**src/rtl/vigenere_stream_decoder_assert.svh**
```systemverilog
// Assertion macros shared by the decoder RTL.
// VSD_ASSERT checks on every clock edge outside reset.
// VSD_ASSERT_NORST also checks on edges while reset is applied.
// VSD_ASSERT expects i_clk and i_rst_n in the enclosing module; VSD_ASSERT_NORST uses only i_clk.
`ifndef VIGENERE_STREAM_DECODER_ASSERT_SVH
`define VIGENERE_STREAM_DECODER_ASSERT_SVH
`ifndef ASSERT_OFF
`define VSD_ASSERT(lbl, prop) lbl: assert property (@(posedge i_clk) disable iff (!i_rst_n) \
    prop) else $error("vsd assertion failed");
`define VSD_ASSERT_NORST(lbl, prop) lbl: assert property (@(posedge i_clk) prop) \
    else $error("vsd reset assertion failed");
`else
`define VSD_ASSERT(lbl, prop)
`define VSD_ASSERT_NORST(lbl, prop)
`endif
`endif

```
**src/rtl/vsd_pkg.sv**
```systemverilog
package vsd_pkg;

    localparam int CHAR_W           = 8;
    localparam int LETTER_W         = 5;
    localparam int MAX_KEY_LETTERS  = 24;
    localparam int LETTERS_PER_WORD = 12;
    localparam int ALPHABET_LETTERS = 26;
    localparam int CFG_DATA_W       = 60;
    localparam int CFG_IDX_W        = 2;

    typedef logic [CHAR_W-1:0]     t_char;
    typedef logic [LETTER_W-1:0]   t_letter;
    typedef logic [CFG_IDX_W-1:0]  t_cfg_idx;
    typedef logic [CFG_DATA_W-1:0] t_cfg_data;

    localparam t_cfg_idx CFG_KEY_LOW    = 2'd0;
    localparam t_cfg_idx CFG_KEY_HIGH   = 2'd1;
    localparam t_cfg_idx CFG_KEY_LENGTH = 2'd2;

    localparam t_letter KEY_LEN_RESET = 5'd1;
    localparam t_letter KEY_LEN_MAX   = 5'(MAX_KEY_LETTERS);
    localparam t_letter ALPHABET_L    = 5'(ALPHABET_LETTERS);

    localparam t_char ASCII_UPPER_A = 8'h41;
    localparam t_char ASCII_UPPER_Z = 8'h5A;
    localparam t_char ASCII_LOWER_A = 8'h61;
    localparam t_char ASCII_LOWER_Z = 8'h7A;

    // control into one key cell: per-cell position info plus shared strobes
    typedef struct packed {
        logic home;       // first cell of the ring
        logic active;     // cell index below the effective key length
        logic last;       // cell index equals effective key length minus one
        logic use_first;  // select the first cell regardless of the token
        logic advance;    // a letter transaction: move the token on
        logic restart;    // message start on a non-letter: token home
    } t_cell_ctrl;

    typedef struct packed {
        logic tok;
        logic hit;
        logic sel;
        logic pass;
        logic wrap;
    } t_cell_stat;

    function automatic logic is_upper(input t_char ch);
        return (ch >= ASCII_UPPER_A) && (ch <= ASCII_UPPER_Z);
    endfunction

    function automatic logic is_lower(input t_char ch);
        return (ch >= ASCII_LOWER_A) && (ch <= ASCII_LOWER_Z);
    endfunction

    // k is already reduced to 0..25
    function automatic t_char decode_char(input t_char ch, input t_letter k);
        t_char       base;
        t_char       off;
        logic [5:0]  t;
        t_char       res;
        base = is_upper(ch) ? ASCII_UPPER_A : ASCII_LOWER_A;
        off  = ch - base;
        // c + 25 - k lies in 0..50, one conditional subtract brings it below 26
        t = {1'b0, off[LETTER_W-1:0]} + 6'(ALPHABET_LETTERS - 1) - {1'b0, k};
        if (t >= 6'(ALPHABET_LETTERS)) begin
            t = t - 6'(ALPHABET_LETTERS);
        end
        res = ch;
        if (is_upper(ch) || is_lower(ch)) begin
            res = base + {2'b00, t};
        end
        return res;
    endfunction

endpackage

```
**src/rtl/vsd_if.sv**
```systemverilog
interface vsd_cipher_if;
    logic                 valid;
    logic                 ready;
    logic [vsd_pkg::CHAR_W-1:0] cipher_char;
    logic                 message_start;

    modport source (output valid, output cipher_char, output message_start, input ready);
    modport sink   (input valid, input cipher_char, input message_start, output ready);
endinterface

interface vsd_plain_if;
    logic                 valid;
    logic                 ready;
    logic [vsd_pkg::CHAR_W-1:0] plain_char;

    modport source (output valid, output plain_char, input ready);
    modport sink   (input valid, input plain_char, output ready);
endinterface

interface vsd_cfg_if;
    logic                          valid;
    logic                          ready;
    logic [vsd_pkg::CFG_IDX_W-1:0]  index;
    logic [vsd_pkg::CFG_DATA_W-1:0] data;

    modport source (output valid, output index, output data, input ready);
    modport sink   (input valid, input index, input data, output ready);
endinterface

```
**src/rtl/vsd_key_cell.sv**
```systemverilog
module vsd_key_cell (
    input  logic                 i_clk,
    input  logic                 i_rst_n,
    input  vsd_pkg::t_cell_ctrl  i_ctrl,
    input  logic                 i_cfg_we,
    input  vsd_pkg::t_letter     i_cfg_letter,
    input  logic                 i_pass_in,
    output vsd_pkg::t_cell_stat  o_stat,
    output vsd_pkg::t_letter     o_key
);
    import vsd_pkg::*;

    logic    r_tok;
    logic    n_tok;
    t_letter r_key;
    t_letter w_key_mod;
    logic    w_sel;

    always_comb begin
        w_key_mod = (r_key >= ALPHABET_L) ? (r_key - ALPHABET_L) : r_key;
        // a token parked beyond the key length falls back to the first cell
        w_sel = i_ctrl.use_first ? i_ctrl.home : (r_tok & i_ctrl.active);
    end

    assign o_stat.tok  = r_tok;
    assign o_stat.hit  = r_tok & i_ctrl.active;
    assign o_stat.sel  = w_sel;
    assign o_stat.pass = w_sel & ~i_ctrl.last;
    assign o_stat.wrap = w_sel & i_ctrl.last;
    assign o_key       = w_sel ? w_key_mod : '0;

    always_comb begin
        priority if (i_ctrl.advance) begin
            n_tok = i_pass_in;
        end else if (i_ctrl.restart) begin
            n_tok = i_ctrl.home;
        end else begin
            n_tok = r_tok;
        end
    end

    always_ff @(posedge i_clk) begin
        if (!i_rst_n) begin
            r_tok <= i_ctrl.home;
            r_key <= '0;
        end else begin
            r_tok <= n_tok;
            if (i_cfg_we) begin
                r_key <= i_cfg_letter;
            end
        end
    end

endmodule

```
**src/rtl/vsd_out_skid.sv**
```systemverilog
module vsd_out_skid (
    input  logic             i_clk,
    input  logic             i_rst_n,
    input  logic             i_valid,
    input  vsd_pkg::t_char   i_data,
    output logic             o_ready,
    vsd_plain_if.source      o_plain
);
    import vsd_pkg::*;

    logic  r_out_valid;
    logic  n_out_valid;
    t_char r_out_data;
    t_char n_out_data;
    logic  r_skid_valid;
    logic  n_skid_valid;
    t_char r_skid_data;
    t_char n_skid_data;

    assign o_ready          = ~r_skid_valid;
    assign o_plain.valid      = r_out_valid;
    assign o_plain.plain_char = r_out_data;

    always_comb begin
        n_out_valid  = r_out_valid;
        n_out_data   = r_out_data;
        n_skid_valid = r_skid_valid;
        n_skid_data  = r_skid_data;
        if (r_out_valid && o_plain.ready) begin
            if (r_skid_valid) begin
                n_out_data   = r_skid_data;
                n_skid_valid = 1'b0;
            end else begin
                n_out_valid = 1'b0;
            end
        end
        if (i_valid && !r_skid_valid) begin
            if (!n_out_valid) begin
                n_out_valid = 1'b1;
                n_out_data  = i_data;
            end else begin
                n_skid_valid = 1'b1;
                n_skid_data  = i_data;
            end
        end
    end

    always_ff @(posedge i_clk) begin
        if (!i_rst_n) begin
            r_out_valid  <= 1'b0;
            r_skid_valid <= 1'b0;
        end else begin
            r_out_valid  <= n_out_valid;
            r_skid_valid <= n_skid_valid;
        end
    end

    always_ff @(posedge i_clk) begin
        r_out_data  <= n_out_data;
        r_skid_data <= n_skid_data;
    end

endmodule

```
**src/rtl/vigenere_stream_decoder.sv**
```systemverilog
// Streaming repeating-key letter decoder, one ASCII byte per transaction.
// i_cipher: cipher_char plus message_start, which restarts the key at its
//   first letter before this byte. o_plain: one plain_char per input byte.
// i_cfg: register writes (index 0/1 = key letters 0..11 / 12..23, five bits
//   each; index 2 = key length). Always ready; write only while idle.
// Each result is registered in the output register or the skid entry.
// Throughput: one byte per cycle unless the output stalls. The key
//   position is a token passed along a ring of 24 key cells, one hop per
//   letter, so consecutive bytes never wait on each other.
// Letters of either case are decoded with case kept; other bytes pass
//   through and leave the key position alone.
// Reset: key letters 0, key length 1, token in the first cell, output empty.
//   No clearing pass; the block takes input straight after reset.
// Stall: an output register plus a skid entry hold up to two results; input
//   ready drops only when both are full and is driven from a register.
`include "vigenere_stream_decoder_assert.svh"

module vigenere_stream_decoder (
    input  logic         i_clk,
    input  logic         i_rst_n,
    vsd_cipher_if.sink   i_cipher,
    vsd_plain_if.source  o_plain,
    vsd_cfg_if.sink      i_cfg
);
    import vsd_pkg::*;

    t_letter    r_len_raw;
    t_letter    w_len_eff;
    logic       w_acc;
    logic       w_letter;
    logic       w_use_first;
    logic       w_wrap_any;
    logic       w_in_ready;
    t_letter    w_key;
    t_char      w_plain;

    t_cell_ctrl w_ctrl [MAX_KEY_LETTERS];
    t_cell_stat w_stat [MAX_KEY_LETTERS];
    t_letter    w_cell_key [MAX_KEY_LETTERS];
    logic [MAX_KEY_LETTERS-1:0] w_tok;
    logic [MAX_KEY_LETTERS-1:0] w_hit;
    logic [MAX_KEY_LETTERS-1:0] w_sel;
    logic [MAX_KEY_LETTERS-1:0] w_pass;
    logic [MAX_KEY_LETTERS-1:0] w_wrap;
    logic [MAX_KEY_LETTERS-1:0] w_pass_in;

    assign i_cfg.ready    = 1'b1;
    assign i_cipher.ready = w_in_ready;
    assign w_acc          = i_cipher.valid & w_in_ready;
    assign w_letter       = is_upper(i_cipher.cipher_char) | is_lower(i_cipher.cipher_char);

    always_ff @(posedge i_clk) begin
        if (!i_rst_n) begin
            r_len_raw <= KEY_LEN_RESET;
        end else if (i_cfg.valid && (i_cfg.index == CFG_KEY_LENGTH)) begin
            r_len_raw <= i_cfg.data[LETTER_W-1:0];
        end
    end

    always_comb begin
        priority if (r_len_raw == '0) begin
            w_len_eff = KEY_LEN_RESET;
        end else if (r_len_raw > KEY_LEN_MAX) begin
            w_len_eff = KEY_LEN_MAX;
        end else begin
            w_len_eff = r_len_raw;
        end
    end

    assign w_use_first = i_cipher.message_start | ~(|w_hit);
    assign w_wrap_any  = |w_wrap;

    genvar g;
    generate
        for (g = 0; g < MAX_KEY_LETTERS; g++) begin : g_cell
            localparam int        SLOT    = g % LETTERS_PER_WORD;
            localparam t_cfg_idx  WORD_ID = (g < LETTERS_PER_WORD) ? CFG_KEY_LOW : CFG_KEY_HIGH;

            assign w_ctrl[g].home      = (g == 0);
            assign w_ctrl[g].active    = (t_letter'(g) < w_len_eff);
            assign w_ctrl[g].last      = (t_letter'(g + 1) == w_len_eff);
            assign w_ctrl[g].use_first = w_use_first;
            assign w_ctrl[g].advance   = w_acc & w_letter;
            assign w_ctrl[g].restart   = w_acc & i_cipher.message_start;

            if (g == 0) begin : g_home
                assign w_pass_in[g] = w_pass[MAX_KEY_LETTERS-1] | w_wrap_any;
            end else begin : g_link
                assign w_pass_in[g] = w_pass[g-1];
            end

            vsd_key_cell u_cell (
                .i_clk        (i_clk),
                .i_rst_n      (i_rst_n),
                .i_ctrl       (w_ctrl[g]),
                .i_cfg_we     (i_cfg.valid && (i_cfg.index == WORD_ID)),
                .i_cfg_letter (i_cfg.data[SLOT*LETTER_W +: LETTER_W]),
                .i_pass_in    (w_pass_in[g]),
                .o_stat       (w_stat[g]),
                .o_key        (w_cell_key[g])
            );

            assign w_tok[g]  = w_stat[g].tok;
            assign w_hit[g]  = w_stat[g].hit;
            assign w_sel[g]  = w_stat[g].sel;
            assign w_pass[g] = w_stat[g].pass;
            assign w_wrap[g] = w_stat[g].wrap;
        end
    endgenerate

    // only the selected cell drives a nonzero letter
    always_comb begin
        w_key = '0;
        for (int i = 0; i < MAX_KEY_LETTERS; i++) begin
            w_key = w_key | w_cell_key[i];
        end
    end

    assign w_plain = decode_char(i_cipher.cipher_char, w_key);

    vsd_out_skid u_out (
        .i_clk   (i_clk),
        .i_rst_n (i_rst_n),
        .i_valid (w_acc),
        .i_data  (w_plain),
        .o_ready (w_in_ready),
        .o_plain (o_plain)
    );

    `VSD_ASSERT(a_tok_onehot, $onehot(w_tok))
    `VSD_ASSERT(a_sel_onehot, $onehot(w_sel))
    `VSD_ASSERT(a_start_first, (w_acc && i_cipher.message_start) |-> w_sel[0])
    `VSD_ASSERT(a_skip_holds, (w_acc && !w_letter && !i_cipher.message_start) |=> $stable(w_tok))
    `VSD_ASSERT_NORST(a_reset_home, (!i_rst_n) |=> (w_tok[0] && !o_plain.valid))

endmodule
```
**src/flat_wrapper.sv**
```systemverilog
// flat-port wrapper written by rule: the top's interface ports become plain ports
module vigenere_stream_decoder_flat import vsd_pkg::*;
  (i_clk, i_rst_n, i_cipher_valid, i_cipher_cipher_char, i_cipher_message_start, i_cipher_ready, o_plain_valid, o_plain_plain_char, o_plain_ready, i_cfg_valid, i_cfg_index, i_cfg_data, i_cfg_ready);
  vsd_cipher_if i_cipher_i ();
  vsd_plain_if o_plain_i ();
  vsd_cfg_if i_cfg_i ();
  input  logic i_clk;
  input  logic i_rst_n;
  input wire logic [$bits(i_cipher_i.valid)-1:0] i_cipher_valid;
  input wire logic [$bits(i_cipher_i.cipher_char)-1:0] i_cipher_cipher_char;
  input wire logic [$bits(i_cipher_i.message_start)-1:0] i_cipher_message_start;
  output wire logic [$bits(i_cipher_i.ready)-1:0] i_cipher_ready;
  output wire logic [$bits(o_plain_i.valid)-1:0] o_plain_valid;
  output wire logic [$bits(o_plain_i.plain_char)-1:0] o_plain_plain_char;
  input wire logic [$bits(o_plain_i.ready)-1:0] o_plain_ready;
  input wire logic [$bits(i_cfg_i.valid)-1:0] i_cfg_valid;
  input wire logic [$bits(i_cfg_i.index)-1:0] i_cfg_index;
  input wire logic [$bits(i_cfg_i.data)-1:0] i_cfg_data;
  output wire logic [$bits(i_cfg_i.ready)-1:0] i_cfg_ready;
  assign i_cipher_i.valid = i_cipher_valid;
  assign i_cipher_i.cipher_char = i_cipher_cipher_char;
  assign i_cipher_i.message_start = i_cipher_message_start;
  assign i_cipher_ready = i_cipher_i.ready;
  assign o_plain_valid = o_plain_i.valid;
  assign o_plain_plain_char = o_plain_i.plain_char;
  assign o_plain_i.ready = o_plain_ready;
  assign i_cfg_i.valid = i_cfg_valid;
  assign i_cfg_i.index = i_cfg_index;
  assign i_cfg_i.data = i_cfg_data;
  assign i_cfg_ready = i_cfg_i.ready;
  vigenere_stream_decoder u_core (.i_clk(i_clk), .i_rst_n(i_rst_n), .i_cipher(i_cipher_i), .o_plain(o_plain_i), .i_cfg(i_cfg_i));
endmodule
```
**config.mk**
```make
export PLATFORM = sky130hd
export DESIGN_NAME = vigenere_stream_decoder_flat
export DESIGN_NICKNAME = d
export VERILOG_FILES = /design/src/rtl/vsd_pkg.sv /design/src/rtl/vsd_if.sv /design/src/rtl/vsd_key_cell.sv /design/src/rtl/vsd_out_skid.sv /design/src/rtl/vigenere_stream_decoder.sv /design/src/flat_wrapper.sv
export VERILOG_INCLUDE_DIRS = /design/src /design/src/rtl
export SDC_FILE = /design/constraint.sdc
export NUM_CORES = 1
export LEC_CHECK = 0
export BUFFER_PORTS_ARGS = -buffer_cell sky130_fd_sc_hd__buf_2
export CORE_MARGIN = 3
export CORE_UTILIZATION = 40
export CTS_CLUSTER_SIZE = 25
export DETAILED_ROUTE_END_ITERATION = 12
export GPL_TIMING_DRIVEN = 0
export SLEW_MARGIN = 20
export SYNTH_ARGS = -nofsm -noshare
export SYNTH_HDL_FRONTEND = slang
export SYNTH_SLANG_ARGS = --single-unit
```
**constraint.sdc**
```tcl
create_clock -name i_clk -period 5.2 [get_ports i_clk]
set_input_delay 0.26 -clock i_clk [delete_from_list [all_inputs] [get_ports i_clk]]
set_output_delay 0.26 -clock i_clk [all_outputs]
set_load 0.05 [all_outputs]
```
==> results.py, run 1 <==
metrics = {
    "timing": {
        "finClkSkew_ns": 0.0137,
        "fmax_ghz": 0.195,
        "hold_violations": 0,
        "min_period_ns": 5.13,
        "slew_viol_final": 0,
        "setup-violations-final": 0,
        "max_slew.worst_pin.slew_ns": 0.945,
        "hold_slack_ns": 0.0602,
        "relSlewSlack_pct": 37.0,
        "period_share_pct": 98.7,
    },
    "placement": {
        "dp.cells": 1771,
        "dpl-instance-area_um2": 11300,
        "hpwl_mm": 30.2,
        "gp_congestion": 0.976,
        "port_buffers": 81,
    },
    "synthesis": {
        "synth_cell_types": 85,
        "synth_area_per_cell_um2": 7.70,
        "yosys_warnings": 0,
        "async_flop_share_pct": 0,
        "synth_edf_count": 8,
        "netlist_instances": 1360,
        "synth_area_um2": 10500,
        "syn_nets": 1476,
        "ys_seq_area_share_pct": 32.7,
        "synth_top_area_cell": "dfxtp_1",
        "synth_area_leaders": "dfxtp_1, nand2_1, a21boi_0",
        "synth-seq-cells": 167,
        "synth_ff_type": "dfxtp_1",
        "synth_top_area_share_pct": 30.4,
    },
    "clock_network": {
        "cts_num_sinks": 167,
        "cts_tree": "built",
        "h-tree-depth": 4,
        "hold_buffers": 0,
        "clock_path_buffers": 2,
        "cts_made_buffers": 17,
        "clk_latency_ns": 0.45,
        "clkTransAtPathRegs_ns": 0.08,
        "root_buffer": "clkbuf_16",
    },
    "run_status": {
        "status": "finished, final reports clean",
    },
    "grt": {
        "grt_pass1_wl_mm": 59.3,
        "grt_overflow": 0,
        "first_global_vias": 9999,
        "grt_max_degree": 19,
        "antenna_found_initial": 0,
        "groute.usage.overall_pct": 27.2,
    },
    "floorplanning": {
        "die_h_um": 168,
        "die_w_um": 168,
        "die_area_um2": 28200,
        "initial_core_util_pct": 41.1,
        "ios": 87,
        "core-area_um2": 25500,
        "fp-row-count": 58,
    },
    "route": {
        "drt_iter0_drc": 1125,
        "wl_per_cell_um": 21.7,
        "antenna_left": 0,
        "via_count": 10800,
        "wl_mm": 39.7,
        "drc": 0,
        "routed_via_density": 5.91,
        "firstDrtPassIters": 6,
    },
    "worst_setup_path": {
        "critPathKind": "reg2reg",
        "r2r_setup_slack_ns": 0.07,
        "worst_setup_path_end_kind": "flip-flop",
        "worstRegToRegCells": 18,
        "worstSetupStartpointType": "flip-flop",
        "r2r-start": "u_core.r_len_raw[3]",
        "cp.arrival_ns": 5.47,
        "critPathRequiredTime_ns": 5.54,
        "reg2reg_to": "u_core.u_out.o_plain.plain_char[5]",
        "critPathMaxFanout": 10,
    },
    "power": {
        "leakage_nw": 4.50,
        "vdd_drop_max_mv": 0.181,
        "p_per_area_nw_per_um2": 265,
    },
    "worst_hold_path": {
        "min_from": "i_cfg_data[31]",
        "hold_path_depth": 3,
        "hold_end": "u_core.g_cell[18].u_cell.r_key[1]",
        "hold_class": "in2reg",
    },
    "run": {
        "drv_cap": 0,
    },
    "cells_and_area": {
        "fin_util_pct": 49.4,
        "area_growth_pct": 20.1,
        "layout-drive-gt1-share_pct": 16.8,
        "fin_area_um2": 12600,
        "layout.cells.non_filler": 1827,
        "fillCellCount": 2543,
        "fin_nets": 1600,
        "diodes": 0,
    },
}
area by class of cell:
| cell class | instances | area, µm² | area share [%] |
|---|---|---|---|
| Multi-Input combinational cell | 1052 | 6850 | 54.5 |
| Inverter | 71 | 269 | 2.14 |
| Sequential cell | 167 | 3450 | 27.4 |
| Clock buffer | 18 | 450 | 3.58 |
| Timing Repair Buffer | 107 | 626 | 4.97 |
| Buffer | 68 | 369 | 2.93 |
| Clock inverter | 14 | 148 | 1.17 |
| Tap cell | 330 | 413 | 3.28 |
what timing repair did:
action | CTS | global route
setup endpoints to repair | 14 | 14
cloned | 0 | 0
gates resized for setup | 67 | 72
pin swaps | 12 | 41
setup buffers | 11 | 15
kinds of logic after synthesis:
family	count (synthesis)	synth area share [%]
fa+ha+maj	41	4.94
buf+inv	141	5.51
mux	25	2.42
xor+xnor	7	0.585
compound gates	406	28.3
simple gates	572	25.5
other cells	1	0.0358
flops	167	32.7
cell usage after synthesis (6+ instances only):
master    number
nor2b_1       17
a21boi_0     125
ha_1          39
a21oi_1       38
nand2b_1      26
nor2_1        48
inv_1         71
and2_1         9
a21o_1         6
nor3_1        14
o211ai_1      40
nand2_1      322
a32oi_1        6
dfxtp_1      159
a32o_1         9
nor3b_1        6
and3_1         9
nand3b_1      12
a22oi_1       11
o31ai_1       12
nand3_1       56
nand4_1       17
a31oi_1       14
o21a_1        15
edfxtp_1       8
mux2i_1       22
o21ai_1        9
and3b_1        6
clkbuf_1      56
o21ai_0       50
a22o_1         8
a211oi_1       7
power breakdown:
part	switching, W	internal, W	total [W]	leakage, nW
Combinational	0.000369	0.000251	0.000620	2.84
Clock	0.000646	0.000670	0.00132	0.291
Sequential	0.0000542	0.00134	0.00139	1.37
Total	0.00107	0.00226	0.00333	4.50
metrics by stage:
step	setup WS, ns	total power, W	TNS, ns
final	0.0697	0.00333	0
after global routing	-0.0732	0.00346	-0.307
after CTS	0.00349	0.00328	0
after detailed placement	-0.869	0.00194	-9.38
after global placement	-0.871	0.00193	-9.42
after floorplan	0.314	0.00177	0
state kept, by name (all words and copies together), names as in the netlist:
name                             flops
u_core.u_out.o_plain.plain_char      8
u_core.g_cell.u_cell.r_tok          24
u_core.r_len_raw                     5
u_core.u_out.r_skid_valid            1
u_core.g_cell.u_cell.r_key         120
u_core.u_out.o_plain.valid           1
u_core.u_out.r_skid_data             8
worst max path at each step:
stage / from / slack, ns / cells after the start / to
2_1_floorplan: u_core.r_len_raw[3] / 0.31 / 18 / u_core.u_out.o_plain.plain_char[5]
3_3_place_gp: u_core.r_len_raw[3] / -0.87 / 18 / u_core.u_out.o_plain.plain_char[5]
3_5_place_dp: u_core.r_len_raw[3] / -0.87 / 18 / u_core.u_out.o_plain.plain_char[5]
4_1_cts: u_core.g_cell[3].u_cell.r_key[1] / 0.003 / 21 / u_core.u_out.o_plain.plain_char[5]
5_1_grt: u_core.r_len_raw[0] / -0.07 / 23 / u_core.u_out.o_plain.plain_char[1]
6_report: u_core.r_len_raw[3] / 0.07 / 18 / u_core.u_out.o_plain.plain_char[5]
worst max-delay path: stages, from the launching register on:
cell      delay, ns
dfxtp_4        0.36
buf_8          0.14
buf_8          0.15
and2_1         0.19
o21a_4         0.26
o21ai_4        0.11
o31ai_2        0.12
or4_4          0.55
o31a_1         0.33
a211oi_2       0.30
ha_1           0.32
fa_2           0.60
inv_4          0.06
ha_4           0.17
or4_1          0.51
o211ai_1       0.16
a31oi_1        0.12
o32a_1         0.38
o21a_1         0.19
placed cells by master (no fill, tap or decap), types with 17 or more instances in the layout:
| cell type | instances |
|---|---|
| nand2_1 | 322 |
| dfxtp_1 | 142 |
| a21boi_0 | 124 |
| buf_2 | 83 |
| inv_1 | 70 |
| nand3_1 | 53 |
| clkbuf_1 | 49 |
| nor2_1 | 46 |
| o21ai_0 | 43 |
| o211ai_1 | 40 |
| a21oi_1 | 36 |
| ha_1 | 32 |
| buf_4 | 27 |
| nand2b_1 | 26 |
| mux2i_1 | 20 |
| clkbuf_16 | 18 |
| nand4_1 | 17 |
metal layers:
layer / GRT usage (%) / part of all wire [%] / vias to the layer above
li1: - / - / 5116
met1: 36.4 / 42 / 5105
met5: 0 / 0 / -
met3: 4.23 / 7.4 / 94
met2: 43.9 / 46 / 486
met4: 11.3 / 4.5 / 0
No activity file was read; power rests on OpenSTA's default activity.
==> inputs of run 2 (changes only) <==
Settings changed: BUFFER_PORTS_ARGS -buffer_cell sky130_fd_sc_hd__buf_2 to -buffer_cell sky130_fd_sc_hd__buf_4.
==> run 2 against run 1 <==
  * Flip-flop and latch count unchanged
  * Final area up 1.7%
  * Combinational power up 6.8%
  * Cell count shrank 0.16%
  * Wire length down 1.0%
  * Sequential share of layout area down 0.51 points
  * Critical path type unchanged
  * Critical endpoint unchanged
  * Highest routed layer unchanged
==> results.py, run 2 (synthesis gave the netlist of run 1 again) <==
metrics = {
    "run_status": {
        "status": "finished, final reports clean",
    },
    "route": {
        "drt_iter0_drc": 1147,
        "wl_mm": 39.3,
        "drc": 0,
        "via_count": 10700,
        "antenna_left": 0,
        "firstDrtPassIters": 6,
        "routed_via_density": 5.87,
        "wl_per_cell_um": 21.6,
    },
    "power": {
        "pwr-share-seq_pct": 40.6,
        "combPwrFrac_pct": 19.3,
        "p_sw_w": 0.00104,
        "sw_frac_of_total_pct": 30.3,
        "intPower_w": 0.00239,
        "clockPowerShare_pct": 40.1,
        "leakage_nw": 4.56,
        "vdd_drop_max_mv": 0.190,
        "p_per_area_nw_per_um2": 268,
    },
    "floorplanning": {
        "initial_core_util_pct": 41.1,
        "die_area_um2": 28200,
        "die_h_um": 168,
        "core-area_um2": 25500,
        "ios": 87,
        "fp-row-count": 58,
        "die_w_um": 168,
    },
    "timing": {
        "slew_viol_final": 0,
        "fin_ws_ns": 0.0329,
        "finClkSkew_ns": 0.0120,
        "setup-violations-final": 0,
        "hold_violations": 0,
        "max_slew.worst_pin.slew_ns": 0.905,
        "fmax_ghz": 0.194,
        "period_share_pct": 99.4,
        "relSlewSlack_pct": 39.7,
        "min_period_ns": 5.17,
    },
    "placement": {
        "dp_slack_ns": -0.792,
        "gp_congestion": 0.977,
        "dpl-instance-area_um2": 11500,
        "hpwl_mm": 30.1,
        "port_buffers": 81,
        "dp.cells": 1771,
    },
    "cells_and_area": {
        "fin_util_pct": 50.2,
        "fin_nets": 1598,
        "diodes": 0,
        "largest_register": "u_core.g_cell.u_cell.r_key",
        "layout_common_cells": "nand2_1, dfxtp_1, a21boi_0",
        "layout.cells.non_filler": 1824,
        "largest_register_ffs": 120,
        "layout-drive-gt1-share_pct": 16.4,
        "area_growth_pct": 22.1,
        "fin_area_um2": 12800,
        "final_common_cell": "nand2_1",
        "top_regs": "u_core.g_cell.u_cell.r_key (120), u_core.g_cell.u_cell.r_tok (24)",
    },
    "worst_setup_path": {
        "cp_slowest_cell": "fa_2",
        "critPathRequiredTime_ns": 5.54,
        "max_stage_delay_ns": 0.60,
        "critPathKind": "reg2reg",
        "cp.arrival_ns": 5.51,
        "worst_setup_path_end_kind": "flip-flop",
        "crit_top_cell": "ha_4",
        "worstSetupStartpointType": "flip-flop",
        "critPathMaxFanout": 4,
        "cp_cell_sequence": "buf_6 > or3_4 > and2_4 > o21ai_4 > o2111ai_2 > or4b_1 > o31a_1 > a211oi_2 > ha_1 > fa_2 > inv_2 > ha_4 > o31ai_2 > and3_1 > ha_4 > inv_1 > a31oi_1 > o32a_1 > o21a_1",
    },
    "run": {
        "drv_cap": 0,
    },
    "clock_network": {
        "clock_path_buffers": 2,
        "cts_made_buffers": 17,
        "cts_num_sinks": 167,
        "clkTransAtPathRegs_ns": 0.07,
        "h-tree-depth": 4,
        "clk_latency_ns": 0.44,
        "cts_tree": "built",
        "root_buffer": "clkbuf_16",
    },
    "worst_hold_path": {
        "hold_class": "in2reg",
    },
    "grt": {
        "first_global_vias": 9946,
        "grt_pass1_wl_mm": 58.9,
        "grt_max_degree": 17,
        "grt_overflow": 0,
        "antenna_found_initial": 0,
        "groute.usage.overall_pct": 27.0,
    },
}
## run 2: routing by layer
metal | vias up | track usage (%) | wire [µm]
met5 | - | 0 | 0
met4 | 0 | 11.6 | 1760
met3 | 99 | 4.46 | 2620
met2 | 417 | 43.4 | 17900
met1 | 5075 | 35.9 | 17100
li1 | 5111 | - | -
## run 2: power by group through the flow
stage / Clock, W / Sequential [W] / Combinational [W]
2_1_floorplan: 0 / 0.00145 / 0.000320
5_1_grt: 0.00144 / 0.00140 / 0.000719
3_5_place_dp: 0 / 0.00142 / 0.000539
6_report: 0.00138 / 0.00139 / 0.000662
3_3_place_gp: 0 / 0.00142 / 0.000534
4_1_cts: 0.00139 / 0.00139 / 0.000577
## run 2: worst max-delay path: cells and delay by family, from the launching register on
kind	cells	cell delay, ns
adders and majority gates	4	1.34
and+or+nand+nor	4	1.39
buffers and inverters	3	0.24
DFF	1	0.36
AOI/OAI and AO/OA	8	1.71
## run 2: what timing repair did
action | CTS | global route
resized for setup | 62 | 73
hold buffers | 0 | 0
pin swaps | 13 | 33
endpoints found under the setup margin | 14 | 14
buffers inserted | 11 | 13
## run 2: worst paths after layout
path | startpoint | endpoint | slack, ns | depth (start not counted)
min | i_cfg_data[36] | u_core.g_cell[19].u_cell.r_key[1] | 0.08 | 3
max reg2reg | u_core.r_len_raw[3] | u_core.u_out.o_plain.plain_char[5] | 0.03 | 19
max | u_core.r_len_raw[3] | u_core.u_out.o_plain.plain_char[5] | 0.03 | 19
min reg2reg | u_core.g_cell[16].u_cell.r_tok | u_core.g_cell[16].u_cell.r_tok | 0.47 | 1
## run 2: through the flow
| stage | hold slack (ns) | TNS, ns | power, W |
|---|---|---|---|
| 6_report | 0.0758 | 0 | 0.00343 |
| 2_1_floorplan | 0.385 | 0 | 0.00177 |
| 3_3_place_gp | 0.452 | -8.92 | 0.00195 |
| 4_1_cts | 0.0681 | 0 | 0.00336 |
| 5_1_grt | 0.0621 | -0.663 | 0.00356 |
| 3_5_place_dp | 0.460 | -8.42 | 0.00196 |
## run 2: cell type report
type / instances / area (µm²)
buffer: 68 / 357
clock buffer: 18 / 429
clock inverter: 13 / 188
fill: 2457 / 12700
inverter: 71 / 267
multi-input combinational: 1052 / 6890
sequential: 167 / 3450
tap: 330 / 413
timing repair buffer: 105 / 808
